### config.mk
export PLATFORM = sky130hd
export DESIGN_NAME = stable_priority_queue
export DESIGN_NICKNAME = d
export VERILOG_FILES = /design/src/spq_pkg.sv /design/src/stable_priority_queue.sv /design/src/spq_cell.sv
export SDC_FILE = /design/constraint.sdc
export NUM_CORES = 2
export LEC_CHECK = 0
export ABC_AREA = 1
export ABC_CLOCK_PERIOD_IN_PS = 3900
export CELL_PAD_IN_SITES_DETAIL_PLACEMENT = 1
export CELL_PAD_IN_SITES_GLOBAL_PLACEMENT = 1
export CORE_UTILIZATION = 44
export DETAILED_ROUTE_END_ITERATION = 7
export DONT_BUFFER_PORTS = 1
export PLACE_DENSITY_LB_ADDON = 0.1
export SLEW_MARGIN = 0
export SYNTH_ARGS = -nofsm -noshare
export SYNTH_HDL_FRONTEND = slang
export SYNTH_SLANG_ARGS = --single-unit
### constraint.sdc
create_clock -name clk -period 3.9 [get_ports clk]
set_input_delay 0.39 -clock clk [delete_from_list [all_inputs] [get_ports clk]]
set_output_delay 0.39 -clock clk [all_outputs]
set_load 0.01 [all_outputs]
### src/spq_pkg.sv
// ----------------------------------------------------------------------------
// spq_pkg
// Types and constants shared by the stable priority queue modules.
// ----------------------------------------------------------------------------
`timescale 1ns / 1ps
`default_nettype none

package spq_pkg;

    localparam int VALUE_W          = 32;
    localparam int PRIO_W           = 8;
    localparam int OCC_W            = 5;
    localparam int DEFAULT_CAPACITY = 16;

    // Input word layout: value, then priority.
    localparam int S_DATA_W = 40;
    // Output word layout: value, priority, occupancy, zero pad.
    localparam int M_DATA_W = 48;

    typedef enum logic
    {
        KIND_ENQ = 1'b0,
        KIND_DEQ = 1'b1
    } kind_t;

    typedef enum logic [1:0]
    {
        STATUS_OK        = 2'd0,
        STATUS_OVERFLOW  = 2'd1,
        STATUS_UNDERFLOW = 2'd2
    } status_t;

    // One stored entry.
    typedef struct packed
    {
        logic [VALUE_W-1:0] value;
        logic [PRIO_W-1:0]  prio;
    } entry_t;

    // Operation broadcast to every cell of the chain.
    typedef struct packed
    {
        logic   enq;
        logic   deq;
        entry_t new_entry;
    } cell_ctrl_t;

endpackage

`default_nettype wire

### src/stable_priority_queue.sv
// ----------------------------------------------------------------------------
// stable_priority_queue
// Bounded min-first priority queue built as a sorted chain of cells.
// ----------------------------------------------------------------------------
// Usage:
//   Input words arrive on the s_ channel. s_tuser selects the operation
//   (0 enqueue, 1 dequeue); s_tdata carries the value and its priority.
//   Every input word produces exactly one output word on the m_ channel:
//   a status in m_tuser, and in m_tdata the removed value and priority
//   (zero unless a dequeue succeeded) and the occupancy after the step.
//   Equal priorities leave in arrival order.
// Timing:
//   m_tvalid rises the cycle after acceptance. Unless stalled, one word is
//   accepted per cycle: every cell compares with the new priority and loads
//   from itself or a neighbor in the same cycle, so the chain sets the rate.
//   s_tready is high while the output register is empty or being drained.
// Reset:
//   rst_n clears the entry count and the output valid flag; the queue is
//   empty afterwards. Cell contents are not cleared.
// Stall:
//   While m_tready is low with a word pending, s_tready drops and the
//   pending output word holds.
// ----------------------------------------------------------------------------
`timescale 1ns / 1ps
`default_nettype none

module stable_priority_queue #(
    parameter int CAPACITY = spq_pkg::DEFAULT_CAPACITY
) (
    input  wire logic                          clk,
    input  wire logic                          rst_n,
    input  wire logic                          s_tvalid,
    output logic                               s_tready,
    // [31:0] value, [39:32] priority_req
    input  wire logic [spq_pkg::S_DATA_W-1:0]  s_tdata,
    // [0] kind
    input  wire logic                          s_tuser,
    output logic                               m_tvalid,
    input  wire logic                          m_tready,
    // [31:0] out_value, [39:32] out_priority, [44:40] occupancy, [47:45] zero
    output logic [spq_pkg::M_DATA_W-1:0]       m_tdata,
    // [1:0] status
    output logic [1:0]                         m_tuser
);

    localparam int CNT_W = $clog2(CAPACITY + 1);
    localparam int PAD_W = spq_pkg::M_DATA_W - spq_pkg::VALUE_W - spq_pkg::PRIO_W
                           - spq_pkg::OCC_W;

    logic                accept;
    logic                is_deq;
    logic                full;
    logic                empty;
    spq_pkg::cell_ctrl_t ctrl;
    spq_pkg::entry_t     cell_entry [CAPACITY];
    logic                cell_stay  [CAPACITY];

    logic [CNT_W-1:0]                 count_reg;
    logic [CNT_W-1:0]                 count_next;
    logic [CNT_W+spq_pkg::OCC_W-1:0]  occ_wide;

    spq_pkg::status_t                 status;
    logic [spq_pkg::VALUE_W-1:0]      res_value;
    logic [spq_pkg::PRIO_W-1:0]       res_prio;

    logic                             out_valid_reg;
    logic                             out_valid_next;
    logic [spq_pkg::M_DATA_W-1:0]     out_data_reg;
    logic [1:0]                       out_user_reg;

    // Handshake and queue condition.
    assign s_tready = !out_valid_reg || m_tready;
    assign accept   = s_tvalid && s_tready;
    assign is_deq   = (s_tuser == spq_pkg::KIND_DEQ);
    assign full     = (count_reg == CNT_W'(CAPACITY));
    assign empty    = (count_reg == '0);

    // Operation broadcast to the chain.
    assign ctrl.enq             = accept && !is_deq && !full;
    assign ctrl.deq             = accept && is_deq && !empty;
    assign ctrl.new_entry.value = s_tdata[spq_pkg::VALUE_W-1:0];
    assign ctrl.new_entry.prio  = s_tdata[spq_pkg::VALUE_W +: spq_pkg::PRIO_W];

    // Chain of cells, cell 0 at the front.
    for (genvar i = 0; i < CAPACITY; i++)
    begin : g_cell
        spq_pkg::entry_t left_entry;
        spq_pkg::entry_t right_entry;
        logic            left_stay;

        if (i == 0)
        begin : g_front
            assign left_entry = ctrl.new_entry;
            assign left_stay  = 1'b1;
        end
        else
        begin : g_inner
            assign left_entry = cell_entry[i-1];
            assign left_stay  = cell_stay[i-1];
        end

        if (i == CAPACITY - 1)
        begin : g_back
            assign right_entry = '0;
        end
        else
        begin : g_mid
            assign right_entry = cell_entry[i+1];
        end

        spq_cell #(
            .INDEX (i),
            .CNT_W (CNT_W)
        ) u_cell (
            .clk         (clk),
            .ctrl        (ctrl),
            .count       (count_reg),
            .left_entry  (left_entry),
            .left_stay   (left_stay),
            .right_entry (right_entry),
            .entry       (cell_entry[i]),
            .stay        (cell_stay[i])
        );
    end

    // Entry count update.
    always_comb
    begin
        count_next = count_reg;
        if (ctrl.enq)
        begin
            count_next = count_reg + CNT_W'(1);
        end
        else if (ctrl.deq)
        begin
            count_next = count_reg - CNT_W'(1);
        end
    end

    assign occ_wide = {{spq_pkg::OCC_W{1'b0}}, count_next};

    // Result word for the accepted input word.
    always_comb
    begin
        status    = spq_pkg::STATUS_OK;
        res_value = '0;
        res_prio  = '0;
        if (is_deq)
        begin
            if (empty)
            begin
                status = spq_pkg::STATUS_UNDERFLOW;
            end
            else
            begin
                res_value = cell_entry[0].value;
                res_prio  = cell_entry[0].prio;
            end
        end
        else if (full)
        begin
            status = spq_pkg::STATUS_OVERFLOW;
        end
    end

    // Output register valid flag.
    always_comb
    begin
        out_valid_next = out_valid_reg;
        if (s_tready)
        begin
            out_valid_next = accept;
        end
    end

    always_ff @(posedge clk or negedge rst_n)
    begin
        if (!rst_n)
        begin
            count_reg     <= '0;
            out_valid_reg <= 1'b0;
        end
        else
        begin
            count_reg     <= count_next;
            out_valid_reg <= out_valid_next;
        end
    end

    // Output register payload.
    always_ff @(posedge clk)
    begin
        if (accept)
        begin
            out_data_reg <= {{PAD_W{1'b0}}, occ_wide[spq_pkg::OCC_W-1:0], res_prio, res_value};
            out_user_reg <= status;
        end
    end

    assign m_tvalid = out_valid_reg;
    assign m_tdata  = out_data_reg;
    assign m_tuser  = out_user_reg;

endmodule

`default_nettype wire

### src/spq_cell.sv
// ----------------------------------------------------------------------------
// spq_cell
// One slot of the sorted chain: holds an entry and shifts with its neighbors.
// ----------------------------------------------------------------------------
`timescale 1ns / 1ps
`default_nettype none

module spq_cell #(
    parameter int INDEX = 0,
    parameter int CNT_W = 5
) (
    input  wire logic                clk,
    input  wire spq_pkg::cell_ctrl_t ctrl,
    input  wire logic [CNT_W-1:0]    count,
    input  wire spq_pkg::entry_t     left_entry,
    input  wire logic                left_stay,
    input  wire spq_pkg::entry_t     right_entry,
    output spq_pkg::entry_t          entry,
    output logic                     stay
);

    localparam logic [CNT_W-1:0] IDX = CNT_W'(INDEX);

    spq_pkg::entry_t entry_reg;
    spq_pkg::entry_t entry_next;
    logic            occupied;

    // An occupied entry with a priority number not above the new one stays put,
    // which keeps equal priorities in arrival order.
    assign occupied = (count > IDX);
    assign stay     = occupied && (entry_reg.prio <= ctrl.new_entry.prio);
    assign entry    = entry_reg;

    // Keep, take the new entry, take the left neighbor, or take the right one.
    always_comb
    begin
        entry_next = entry_reg;
        if (ctrl.enq)
        begin
            if (!stay)
            begin
                entry_next = left_stay ? ctrl.new_entry : left_entry;
            end
        end
        else if (ctrl.deq)
        begin
            entry_next = right_entry;
        end
    end

    always_ff @(posedge clk)
    begin
        entry_reg <= entry_next;
    end

endmodule

`default_nettype wire

==> out/results.ini <==
[layout]
drive_above_1_share_pct = 4.77
final_cells = 6324
nNetsFinal = 5284
syn_to_final_growth_pct = 8.99
diodes = 0
largest_reg_flops = 640
final_core_util_pct = 48.6

[placed_design]
dp_cells = 6181
port_buffers = 0
gp_congestion = 0.843
place.detailed.hpwl_um = 81600

[clocking]
clk_latency_ns = 0.67
cts_tree = built
cts.clk_slew.worst_paths_ns = 0.06
cts_resized = 0
postCtsSetupBuffers = 0
clkSinkCount = 693
root_buffer = clkbuf_16
clk_path_buf_depth = 3
cts_buffers = 83
htreeDepth = 3

[sta]
slew_headroom_pct = 24.4
tns_ns = 0
clock_skew_ns = 0.0288
finalSetupViolations = 0
fin_crit_sh_pct = 80.8
period_needed_ns = 3.15
slew_violations = 0
worst_pin_slew_ns = 1.13
hold_viol = 0
max_freq_ghz = 0.317
hold_ws_ns = 0.0637
rsz0062_at_grt = false

[logic_synthesis]
synth_cell_type_count = 30
ys_warn_count = 0
yosysTopAreaCellShare_pct = 52.1
synth_seq_cells = 693
syn_inst = 5198
synth.avg_cell_area_um2 = 7.61
ys_seq_area_share_pct = 52.5
synth_area_leader_cell = edfxtp_1
synth_top_cells_by_area = edfxtp_1 52%, nand2_1 29%, inv_1 6.3%
syn-cell-area_um2 = 39600

[pwr]
cellLeakagePower_nw = 24.2
power.density_nw_per_um2 = 637
peakVddDrop_mv = 0.434

[drt]
dr.pass1.iters = 7
dr.first_iter.drc_count = 2318
wl_per_cell_um = 19.0
viasPerCell = 4.98
via_count = 31500
drcViolationCount = 11
routed_wirelength_um = 120000
ant_nets = 0

[floorplan]
initial_utilization_pct = 44.6
die_w_um = 302
die_y_um = 302
die-area_um2 = 91200
std_cell_rows = 109
coreArea_um2 = 88800
ios = 97

[flow_run]
timing.max_cap.violations = 0

[setup_path]
start_kind = register
cp_slowest_cell = nand2_2
cp.arrival_ns = 3.68
path_class = reg -> reg
end_kind = register
crit_path_frequent_cell = nand2_1
crit_fanout = 56
max_stage_delay_ns = 0.51
path_cells = inv_1, ha_1, nand3_2, nand3_4, inv_6, buf_12, nand2_2, nand2_1, nand2_1, nand2_1
worstPathRequired_ns = 4.43
reg2reg_depth = 10

[global_routing]
antenna_found_initial = 2
grt_pass1_wl_um = 189000
track_usage_pct = 26.7
grt_pass1_vias = 32600
grt_remaining_overflow = 0
grt_max_degree = 208

[run_status]
failed_checks = design-rule violations
status = finished with violations

[hold_path]
hold_class = in -> async

[cell families after synthesis]
group,Yosys count,share of synthesized area [%]
other cells,1,0.00947
flops,693,52.5
xor+xnor,4,0.0885
simple gates,3301,31.9
buf+inv,918,9.30
fa+ha+maj,134,4.24
compound gates,147,1.97
[power breakdown]
part / internal [mW] / switching [mW] / total, mW
clock: 4.05 / 3.23 / 7.28
combinational: 2.45 / 6.28 / 8.73
sequential: 10.6 / 0.927 / 11.5
[through the flow]
step | setup WS [ns] | area (um^2) | power [mW]
detailed placement | 0.730 | 40600 | 20.3
floorplan | 0.160 | 39600 | 17.4
global placement | 0.786 | 40600 | 20.0
global route | 0.571 | 43100 | 29.3
CTS | 0.732 | 43100 | 27.7
finish | 0.747 | 43100 | 27.5
[cells in the final DEF (no fill, tap or decap), drive strengths merged, types with 6 or more instances in the layout]
cell type  synthesis  final
nand4             16     16
dfrtp              6      6
clkinv             1     30
clkbuf           105    107
nand2           3099   3099
nor2             137    137
nand3             48     48
o21ai             48     48
ha               134    134
edfxtp           687    687
buf              149     70
inv              663    665
a21o              14     14
a21oi             80     80
[critical path: cells and delay by family, from the launching register on]
| kind | cells | cell delay (ns) |
|---|---|---|
| DFF | 1 | 0.50 |
| buffers and inverters | 3 | 0.90 |
| and+or+nand+nor | 6 | 1.16 |
| adders and majority gates | 1 | 0.25 |
[repair_timing]
item	in CTS	in global routing
hold buffers	4	0
endpoints found under the setup margin	0	0
endpoints found under the hold margin	9	0
[area by class of cell]
class	count	area (um^2)
Tap cell	1165	1460
Multi-Input combinational cell	3589	15200
Fill cell	10900	45600
Timing Repair Buffer	74	716
Clock buffer	107	2210
Clock inverter	32	253
Inverter	664	2500
Sequential cell	693	20800
[layer usage]
layer	vias to the layer above	track usage, %	part of all wire (%)
li1	15700	-	-
met1	15000	38.4	48
met2	676	42.5	44
met3	120	3.95	5.6
met4	0	6.05	1.7
met5	-	0	0
[synthesized netlist by cell type, drive strengths merged]
cell	instances
a21o	14
a21oi	80
a22oi	1
a31oi	2
buf	149
clkbuf	105
clkinv	1
conb	1
dfrtp	6
edfxtp	687
ha	134
inv	663
nand2	3099
nand3	48
nand4	16
nor2	137
nor3b	1
o21a	1
o21ai	48
o22ai	1
xor2	4
[path summary, 6_finish.rpt]
path | from | end | slack (ns)
setup reg to reg | count_reg[0] | g_cell[7].u_cell.entry[13] | 0.75
setup / recovery | count_reg[0] | g_cell[7].u_cell.entry[13] | 0.75
min in group clk | s_tdata[1] | g_cell[15].u_cell.entry[9] | 0.06
hold reg to reg | g_cell[15].u_cell.entry[29] | g_cell[14].u_cell.entry[29] | 0.52
max in group asynchronous | rst_n | count_reg[2] | 3.61
hold / removal | rst_n | m_tvalid | 0.06
Power figures use the tool's default switching activity.
